File: src/sv/mandelbrot_escape_time_pixel_core_macros.svh
// ----------------------------------------------------------------------------
// Assertion macros for the escape-time pixel core.
// Each macro expands to one labeled concurrent assertion, clocked by i_clk
// and disabled while i_rst_n is low.
// ----------------------------------------------------------------------------
`ifndef MANDELBROT_ESCAPE_TIME_PIXEL_CORE_MACROS_SVH
`define MANDELBROT_ESCAPE_TIME_PIXEL_CORE_MACROS_SVH

// Same-cycle implication.
`define METP_ASSERT_NOW(label, ante, cons, msg) \
    label: assert property (@(posedge i_clk) disable iff (!i_rst_n) \
        (ante) |-> (cons)) else $error(msg);

// Next-cycle implication.
`define METP_ASSERT_NEXT(label, ante, cons, msg) \
    label: assert property (@(posedge i_clk) disable iff (!i_rst_n) \
        (ante) |=> (cons)) else $error(msg);

`endif

File: src/sv/metp_pkg.sv
`timescale 1ns / 1ps
// ----------------------------------------------------------------------------
// metp_pkg
// Formats, sequencer states and saturation helpers of the escape-time core.
// ----------------------------------------------------------------------------
package metp_pkg;

    localparam int COORD_WIDTH = 32;
    localparam int FRAC_BITS   = 28;
    localparam int COUNT_WIDTH = 16;
    localparam int LIMIT_WIDTH = 31;

    localparam logic [COUNT_WIDTH-1:0] ITER_MAX_RESET = COUNT_WIDTH'(255);
    localparam logic [LIMIT_WIDTH-1:0] LIMIT_RESET    = LIMIT_WIDTH'(1) << (FRAC_BITS + 2);

    localparam logic CFG_ITER_MAX = 1'b0;
    localparam logic CFG_LIMIT_SQ = 1'b1;

    typedef logic signed [COORD_WIDTH-1:0]   t_coord;
    typedef logic signed [2*COORD_WIDTH-1:0] t_prod;
    typedef logic signed [COORD_WIDTH+1:0]   t_sum;

    localparam t_coord COORD_MAX = {1'b0, {(COORD_WIDTH-1){1'b1}}};
    localparam t_coord COORD_MIN = {1'b1, {(COORD_WIDTH-1){1'b0}}};

    typedef enum logic [2:0] {
        S_IDLE,
        S_MUL_YY,
        S_MUL_XX,
        S_MUL_XY,
        S_UPDATE,
        S_DONE
    } t_state;

    // Saturate a shifted double-width product to the coordinate range.
    function automatic t_coord sat_prod(input t_prod v);
        logic [COORD_WIDTH:0] top;
        top = v[2*COORD_WIDTH-1:COORD_WIDTH-1];
        if ((&top) || !(|top)) begin
            return v[COORD_WIDTH-1:0];
        end
        return v[2*COORD_WIDTH-1] ? COORD_MIN : COORD_MAX;
    endfunction

    // Saturate a sum with two guard bits to the coordinate range.
    function automatic t_coord sat_sum(input t_sum v);
        logic [2:0] top;
        top = v[COORD_WIDTH+1:COORD_WIDTH-1];
        if ((&top) || !(|top)) begin
            return v[COORD_WIDTH-1:0];
        end
        return v[COORD_WIDTH+1] ? COORD_MIN : COORD_MAX;
    endfunction

endpackage

File: src/sv/mandelbrot_escape_time_pixel_core.sv
`timescale 1ns / 1ps
// ----------------------------------------------------------------------------
// mandelbrot_escape_time_pixel_core
// Escape-time iteration of one complex point on a single shared multiplier.
// ----------------------------------------------------------------------------
// A request carries one point c in signed Q4.28. The core iterates z <- z^2 + c
// from z = c and returns the iteration count, the escaped flag and the dot
// bit (escaped with an odd count). One 32x32 signed multiplier is shared by
// the three products of an iteration, so each iteration steps through the
// multiply states and an update state (y*y, x*x, x*y, then the update and
// escape test). The reset iteration maximum is 255. The input is stalled
// while a point is in work; a finished result waits in the output register,
// and the next request may be taken while it waits.
// ----------------------------------------------------------------------------
module mandelbrot_escape_time_pixel_core (
    input  logic                                 i_clk,
    input  logic                                 i_rst_n,
    input  logic                                 i_cfg_we,
    input  logic                                 i_cfg_index,
    input  logic [metp_pkg::LIMIT_WIDTH-1:0]     i_cfg_data,
    input  logic                                 i_in_valid,
    output logic                                 o_in_stall,
    input  logic signed [metp_pkg::COORD_WIDTH-1:0] i_c_real,
    input  logic signed [metp_pkg::COORD_WIDTH-1:0] i_c_imag,
    output logic                                 o_out_valid,
    input  logic                                 i_out_stall,
    output logic [metp_pkg::COUNT_WIDTH-1:0]     o_iteration_count,
    output logic                                 o_escaped,
    output logic                                 o_dot
);
    import metp_pkg::*;

    t_state r_state, n_state;

    logic [COUNT_WIDTH-1:0] r_iter_max;
    logic [LIMIT_WIDTH-1:0] r_limit_sq;

    t_coord r_cr, r_ci, r_x, r_y, r_xq, r_yq;
    t_prod  r_prod;
    logic [COUNT_WIDTH-1:0] r_k;
    logic                   r_esc;

    logic                   r_out_valid;
    logic [COUNT_WIDTH-1:0] r_out_count;
    logic                   r_out_esc;
    logic                   r_out_dot;

    // Control decoded from the state.
    logic   in_take;
    logic   out_load;
    t_coord mul_a, mul_b;

    // Update datapath.
    t_prod                  sq_shift, xy_shift;
    t_coord                 xq_now, xy2;
    t_coord                 x_next, y_next, rq;
    logic [COORD_WIDTH:0]   diff;
    logic [COORD_WIDTH:0]   rq_raw;
    logic [COUNT_WIDTH-1:0] k_next, k_max;
    logic                   esc_now, stop_now;

    // ---------------- next state ----------------
    always_comb begin
        n_state = r_state;
        unique case (r_state)
            S_IDLE:   if (i_in_valid) n_state = S_MUL_YY;
            S_MUL_YY: n_state = S_MUL_XX;
            S_MUL_XX: n_state = S_MUL_XY;
            S_MUL_XY: n_state = S_UPDATE;
            S_UPDATE: n_state = stop_now ? S_DONE : S_MUL_YY;
            S_DONE:   if (!r_out_valid || !i_out_stall) n_state = S_IDLE;
            default:  n_state = S_IDLE;
        endcase
    end

    // ---------------- state outputs ----------------
    always_comb begin
        o_in_stall = 1'b1;
        out_load   = 1'b0;
        mul_a      = r_x;
        mul_b      = r_x;
        unique case (r_state)
            S_IDLE:   o_in_stall = 1'b0;
            S_MUL_YY: begin
                mul_a = r_y;
                mul_b = r_y;
            end
            S_MUL_XX: begin
                mul_a = r_x;
                mul_b = r_x;
            end
            S_MUL_XY: begin
                mul_a = r_x;
                mul_b = r_y;
            end
            S_UPDATE: ;
            S_DONE:   out_load = !r_out_valid || !i_out_stall;
            default:  ;
        endcase
    end

    assign in_take = i_in_valid && !o_in_stall;

    // ---------------- update datapath ----------------
    // Arithmetic right shift of the exact product rounds toward minus infinity.
    assign sq_shift = r_prod >>> FRAC_BITS;
    assign xy_shift = r_prod >>> (FRAC_BITS - 1);
    assign xq_now   = sat_prod(sq_shift);
    assign xy2      = sat_prod(xy_shift);

    // Both squares are non-negative, so the difference is exact in one more bit.
    assign diff   = {r_xq[COORD_WIDTH-1], r_xq} - {r_yq[COORD_WIDTH-1], r_yq};
    assign x_next = sat_sum(t_sum'({{2{r_cr[COORD_WIDTH-1]}}, r_cr})
                          + t_sum'({diff[COORD_WIDTH], diff}));
    assign y_next = sat_sum(t_sum'({{2{xy2[COORD_WIDTH-1]}}, xy2})
                          + t_sum'({{2{r_ci[COORD_WIDTH-1]}}, r_ci}));

    assign rq_raw = {1'b0, r_xq} + {1'b0, r_yq};
    assign rq     = (rq_raw[COORD_WIDTH] || rq_raw[COORD_WIDTH-1]) ? COORD_MAX
                                                                  : rq_raw[COORD_WIDTH-1:0];

    assign esc_now  = rq[LIMIT_WIDTH-1:0] >= r_limit_sq;
    assign k_next   = r_k + COUNT_WIDTH'(1);
    assign k_max    = (r_iter_max == '0) ? COUNT_WIDTH'(1) : r_iter_max;
    assign stop_now = esc_now || (k_next >= k_max);

    // ---------------- registers ----------------
    always_ff @(posedge i_clk) begin
        if (!i_rst_n) begin
            r_state     <= S_IDLE;
            r_iter_max  <= ITER_MAX_RESET;
            r_limit_sq  <= LIMIT_RESET;
            r_out_valid <= 1'b0;
        end else begin
            r_state <= n_state;
            if (i_cfg_we) begin
                unique case (i_cfg_index)
                    CFG_ITER_MAX: r_iter_max <= i_cfg_data[COUNT_WIDTH-1:0];
                    CFG_LIMIT_SQ: r_limit_sq <= i_cfg_data;
                    default:      ;
                endcase
            end
            if (out_load) begin
                r_out_valid <= 1'b1;
            end else if (!i_out_stall) begin
                r_out_valid <= 1'b0;
            end
        end
    end

    // The multiplier output is registered before the shift and saturation.
    always_ff @(posedge i_clk) begin
        r_prod <= mul_a * mul_b;
        if (in_take) begin
            r_cr <= i_c_real;
            r_ci <= i_c_imag;
            r_x  <= i_c_real;
            r_y  <= i_c_imag;
            r_k  <= '0;
        end
        if (r_state == S_MUL_XX) begin
            r_yq <= xq_now;
        end
        if (r_state == S_MUL_XY) begin
            r_xq <= xq_now;
        end
        if (r_state == S_UPDATE) begin
            r_x   <= x_next;
            r_y   <= y_next;
            r_k   <= k_next;
            r_esc <= esc_now;
        end
        if (out_load) begin
            r_out_count <= r_k;
            r_out_esc   <= r_esc;
            r_out_dot   <= r_esc && r_k[0];
        end
    end

    assign o_out_valid       = r_out_valid;
    assign o_iteration_count = r_out_count;
    assign o_escaped         = r_out_esc;
    assign o_dot             = r_out_dot;

    // ---------------- assertions ----------------
`include "mandelbrot_escape_time_pixel_core_macros.svh"

    `METP_ASSERT_NOW(a_dot_needs_escape, o_out_valid && o_dot, o_escaped && o_iteration_count[0], "dot set without an escaped odd count")
    `METP_ASSERT_NOW(a_no_escape_at_max, o_out_valid && !o_escaped, o_iteration_count == k_max, "unescaped point stopped before the iteration maximum")
    `METP_ASSERT_NEXT(a_take_starts_work, in_take, r_state == S_MUL_YY && r_k == '0, "accepted request did not start iterating")
    `METP_ASSERT_NOW(a_count_in_range, r_state == S_UPDATE, r_k < k_max, "iteration count ran past the maximum")

endmodule

File: config.mk
export PLATFORM = sky130hd
export DESIGN_NAME = mandelbrot_escape_time_pixel_core
export DESIGN_NICKNAME = d
export VERILOG_FILES = /design/src/sv/metp_pkg.sv /design/src/sv/mandelbrot_escape_time_pixel_core.sv
export VERILOG_INCLUDE_DIRS = /design/src /design/src/sv
export SDC_FILE = /design/constraint.sdc
export NUM_CORES = 2
export LEC_CHECK = 0
export ABC_AREA = 1
export BUFFER_PORTS_ARGS = -buffer_cell sky130_fd_sc_hd__buf_2
export CORE_MARGIN = 2
export CORE_UTILIZATION = 35
export CTS_CLUSTER_SIZE = 16
export DETAILED_ROUTE_END_ITERATION = 10
export PLACE_DENSITY = 0.58
export SLEW_MARGIN = 15
export SYNTH_ARGS = -nofsm -noshare
export SYNTH_HDL_FRONTEND = slang
export SYNTH_SLANG_ARGS = --single-unit
File: constraint.sdc
create_clock -name i_clk -period 10.6 [get_ports i_clk]
set_input_delay 0 -clock i_clk [delete_from_list [all_inputs] [get_ports i_clk]]
set_output_delay 0 -clock i_clk [all_outputs]
set_load 0.005 [all_outputs]
---- Word level (Yosys, flattened, before mapping) ----
Index checks and enable logic that the tools add are counted.
storage, ports and cells
  register bits after elaboration ......... 342
  output and inout bits ................... 20
cells by class
  add/sub/neg operators ................... 5
  multiply operators ...................... 1
  $lt $le $gt $ge ......................... 2
  equality and inequality tests ........... 8
  muxes and demuxes ....................... 33
  bitwise operators ....................... 1
  reductions and logical operators ........ 30
operators by type and width
  kind                     number
  $mux W32                 17
  $add A32 B32 Y33         2
  $mul A32 B32 Y64         1
  $mux W16                 3
  $add A32 B33 Y34         1
  $sub A32 B32 Y33         1
  $ge A31 B31 Y1           1
  $mux W31                 1
  $pmux W3 S6              1
  $add A16 B1 Y16 const B  1
  $ge A16 B16 Y1           1
  $logic_not A16 Y1        1
  $mux W3                  3
  $mux W1                  8
  $logic_or A1 B1 Y1       7
  $eq A3 B2 Y1 const B     2
  $eq A3 B3 Y1 const B     2
  $logic_not A1 Y1         6
  $reduce_and A2 Y1        3
  $reduce_and A3 Y1        2
  $reduce_and A6 Y1        1
  $reduce_or A3 Y1         2
  $reduce_or A6 Y1         1
  $reduce_and A5 Y1        1
  other kinds (9)          11

---- Depth between registers and ports, before layout ----
  depth after elaboration ................. 12
  depth in mapped cells ................... 39
  depth with buffers taken out ............ 36

---- Worst setup path after synthesis ----
Ideal clock, no wire load.
  path type ............................... reg2reg
  start ................................... reg r_state[2]
  end ..................................... reg r_prod[59]
  arrival time ............................ 7835 ps
  required time ........................... 10488 ps
  slack ................................... 2652 ps
  cell stages (with the launch flop) ...... 30
  buffers on the path ..................... 3
  clock period less this slack ............ 7948 ps
  cell sequence ........................... dfxtp_1 > inv_2 > nand3_4 > buf_2 > buf_4 > o21ai_2 > clkbuf_1 > nor2_1 > fa_1 > fa_1 > fa_1 > fa_1 > inv_1 > fa_1 > inv_1 > fa_1 > inv_1 > fa_1 > fa_1 > inv_1 > ha_1 > a21o_1 > a31oi_1 > inv_1 > a21oi_1 > o21ai_0 > a21oi_1 > nand2_1 > nand2_1 > nand2_1
between the ends
  word-level cells in the longest chain between the ends .. 4
  elaborated cells between the ends (all ways) .. 6
  those cells by class .................... mul (1); eq/ne (2); mux (2); reduce/logical (1)
RTL lines
  what                                          line                                      RTL
  from (decl)                                   mandelbrot_escape_time_pixel_core.sv:33   t_state r_state, n_state;
  from (signal assigned)                        mandelbrot_escape_time_pixel_core.sv:135  r_state <= n_state;
  $eq A3 B2 Y1 or $eq A3 B1 Y1 (tied branches)  mandelbrot_escape_time_pixel_core.sv:82   unique case (r_state)
  $reduce_or A2 Y1 (no source line)             n/a
  $mux W32                                      mandelbrot_escape_time_pixel_core.sv:82
  $mul A32 B32 Y64 (*)                          mandelbrot_escape_time_pixel_core.sv:153  r_prod <= mul_a * mul_b;
  to (signal assigned)                          mandelbrot_escape_time_pixel_core.sv:153
  to (decl)                                     mandelbrot_escape_time_pixel_core.sv:39   t_prod r_prod;
Mark *: on every way between the ends. The rest lies on a longest branch, timed or not.
A chain may end at the register's enable or synchronous reset.

---- Worst setup path in the final report ----
  start ................................... reg r_state[0]
  end ..................................... reg r_prod[62]
The elaborated chain is that of the path after synthesis.

==> key figures <==
Synthesis
  • Synthesized area per cell: 8.43 um2
  • Post-synthesis cell count: 6,651
  • Number of synthesized flops with an enable pin: 227
  • Post-synthesis sequential area ratio: 15.3%
  • Synth warn: 0
  • Net Count, Synth: 8,193
  • Synth Register Bits: 315
  • Synth cell types: 56
  • Synth Cell Area: 0.0560 mm2
  • Dominant synthesized flop cell: edfxtp_1
  • Async S/R FF share, synth: 0%

Drt
  • Final wirelength: 201,000 um
  • Drt pass-1 iters: 6
  • DRT iter0 DRCs: 4,100
  • DRT antenna net count: 0
  • Drt wl/cell: 22.5 um
  • Remaining DRCs: 0
  • Via density: 5.11
  • Total number of vias: 45,600

Global route
  • First-pass GRT wire length: 303,000 um
  • Vias in the first global route: 47,800
  • Pin count of the biggest net entering global routing: 81
  • GRT overflow: 0
  • Total GRT Usage: 24.9%
  • Antenna violations before repair: 2

CTS
  • Worst-Skew Late Latency: 0.57 ns
  • Clock Tree Buf Depth: 3
  • CTS resizes: 0
  • CTS tree: yes
  • CTS root buf: clkbuf_16
  • Clock-pin slew on the worst setup and hold paths: 0.06 ns
  • CTS buffer count: 38
  • CTS H-tree depth: 2
  • Clk sinks: 315

Cells and area
  • Finished Cell Area: 0.0616 mm2
  • Commonest non-fill, non-tap cell in the layout: inv_1
  • Share of cells above drive strength 1: 6.48%
  • Most frequent cells in the layout: inv_1, nand2_1, fa_1, nor2_1, a21oi_1
  • P&R area growth vs syn: 9.97%
  • Fin nets: 8,379
  • Final core occ: 38.8%

Floorplan
  • IO Count: 121
  • Die X: 404 um
  • Die Y: 404 um
  • Initial core utilization: 35.3%
  • Core area: 0.159 mm2
  • Row count: 146
  • Die area: 0.163 mm2

Worst setup path
  • CP peak stage delay: 1.05 ns
  • WP data arrival: 10.72 ns
  • Worst setup path class: register to register
  • CP startpoint kind: register
  • CP max stage cell: o21ai_2
  • Worst Path Max Fanout: 29
  • Required time of the critical path: 11.06 ns
  • Worst setup EP type: register
  • Cell mode on critical path: fa_1

STA
  • Final hold violation count: 0
  • F_max: 97.5 MHz
  • Setup Viol. Count Final: 0
  • RSZ-0062 raised after global routing: false
  • Setup tns final: 0 ns
  • Layout Skew: 0.0239 ns
  • Tcrit/Tclk final: 96.8%
  • Slew @ Worst Pin: 1.29 ns
  • Slew Viols, Final: 0
  • Slew HR: 14.0%
  • Post-route minimum period: 10.26 ns

Flow run
  • Max Cap Violations: 0

Min path
  • Tightest Hold Check Type: primary input to register

Placement
  • GPL Wtd Cong: 0.985
  • IO buf count: 120
  • Post-DP Area: 0.0594 mm2
  • Post-DP HPWL: 165,000 um

Outcome
  • Run status: complete, no violations
cell families after synthesis:
logic type / share of synthesized area [%]
and+or+nand+nor: 16.3
buffers and inverters: 12.0
adders and majority gates: 47.1
AOI/OAI and AO/OA: 7.46
DFF: 15.3
xor gates and xnor gates: 1.80
layer usage:
metal / share of wire, % / up-vias / track usage, %
met2: 46 / 1735 / 40.1
met5: 0.0065 / - / 0
li1: - / 20300 / -
met1: 43 / 23200 / 34.0
met3: 7.5 / 372 / 4.14
met4: 4.0 / 2 / 8.54
path summary, 6_finish.rpt:
path,slack [ns],endpoint,cells past startpoint,from
max,0.34,r_prod[62],26,r_state[0]
min,0.03,r_iter_max[0],2,i_rst_n
max reg2reg,0.34,r_prod[62],26,r_state[0]
min reg2reg,0.46,r_limit_sq[1],2,r_limit_sq[1]
repair_timing:
| action | 4_1_cts | 5_1_grt |
|---|---|---|
| endpoints found under the hold margin | 185 | 0 |
| setup buffers | 0 | 0 |
| hold buffers | 112 | 0 |
flip-flops by register name, summed over array words and instances (netlist names), 3 cells and up:
signal             count
r_x                   32
r_ci                  32
r_prod                37
r_iter_max            16
o_iteration_count     16
r_y                   32
r_k                   16
r_xq                  32
r_yq                  32
r_cr                  32
r_limit_sq            31
r_state                3
cell type report:
type                    instances  area (um2)
fillers                     16200       97100
multi-input cells            4583       40900
flip-flops and latches        315        8580
inverters                    1549        5820
repair buffers                350        2610
well taps                    2072        2590
clock buffers                  50        1030
clock inverters                17         111
diodes                          2        5.00
stage by stage:
stage / std cells / setup slack [ns] / hold slack [ns]
after floorplan: 6651 / 2.65 / 0.0989
after global placement: 8757 / 0.799 / 0.195
after detailed placement: 8757 / 0.699 / 0.195
after CTS: 8936 / 0.705 / 0.0122
after global routing: 8936 / 0.182 / 0.0654
final: 8938 / 0.341 / 0.0346
synthesized netlist by cell type, types with 3 or more instances:
| cell | n | area share, % |
|---|---|---|
| a211oi_1 | 7 | 0.094 |
| a21boi_0 | 11 | 0.15 |
| a21o_1 | 29 | 0.39 |
| a21oi_1 | 365 | 3.3 |
| a21oi_2 | 30 | 0.47 |
| a31oi_1 | 11 | 0.12 |
| and3_1 | 5 | 0.056 |
| buf_1 | 5 | 0.033 |
| buf_2 | 56 | 0.50 |
| buf_4 | 6 | 0.080 |
| buf_6 | 7 | 0.14 |
| clkbuf_1 | 130 | 0.87 |
| clkinv_1 | 4 | 0.027 |
| dfxtp_1 | 88 | 3.1 |
| edfxtp_1 | 227 | 12 |
| fa_1 | 1115 | 40 |
| ha_1 | 326 | 7.3 |
| inv_1 | 1509 | 10 |
| inv_2 | 36 | 0.24 |
| nand2_1 | 1176 | 7.9 |
| nand2_2 | 11 | 0.12 |
| nand2_4 | 3 | 0.060 |
| nand3_1 | 117 | 1.0 |
| nand3_2 | 3 | 0.054 |
| nand3b_1 | 5 | 0.067 |
| nand4_1 | 27 | 0.30 |
| nor2_1 | 870 | 5.8 |
| nor2_2 | 4 | 0.045 |
| nor3_1 | 35 | 0.31 |
| nor4_1 | 16 | 0.18 |
| o211ai_1 | 10 | 0.13 |
| o21a_1 | 18 | 0.24 |
| o21ai_0 | 155 | 1.4 |
| o21ai_1 | 21 | 0.19 |
| o21ai_2 | 32 | 0.50 |
| o21bai_1 | 25 | 0.33 |
| or2_0 | 4 | 0.045 |
| or2_1 | 13 | 0.15 |
| or2_2 | 5 | 0.056 |
| xnor2_1 | 35 | 0.55 |
| xor2_1 | 80 | 1.3 |
critical path: cells and delay by family, from the launching register on:
family                   cells  cell delay [ns]
adder cells (fa/ha/maj)      9             4.56
AO/OA/AOI/OAI                7             2.88
AND/OR/NAND/NOR              6             1.05
buffers and inverters        4             1.04
flip-flops                   1             0.56
Power is left out: the tool's default activity adds up to more than one toggle a clock period on the data nets, which glitch-free logic cannot reach.
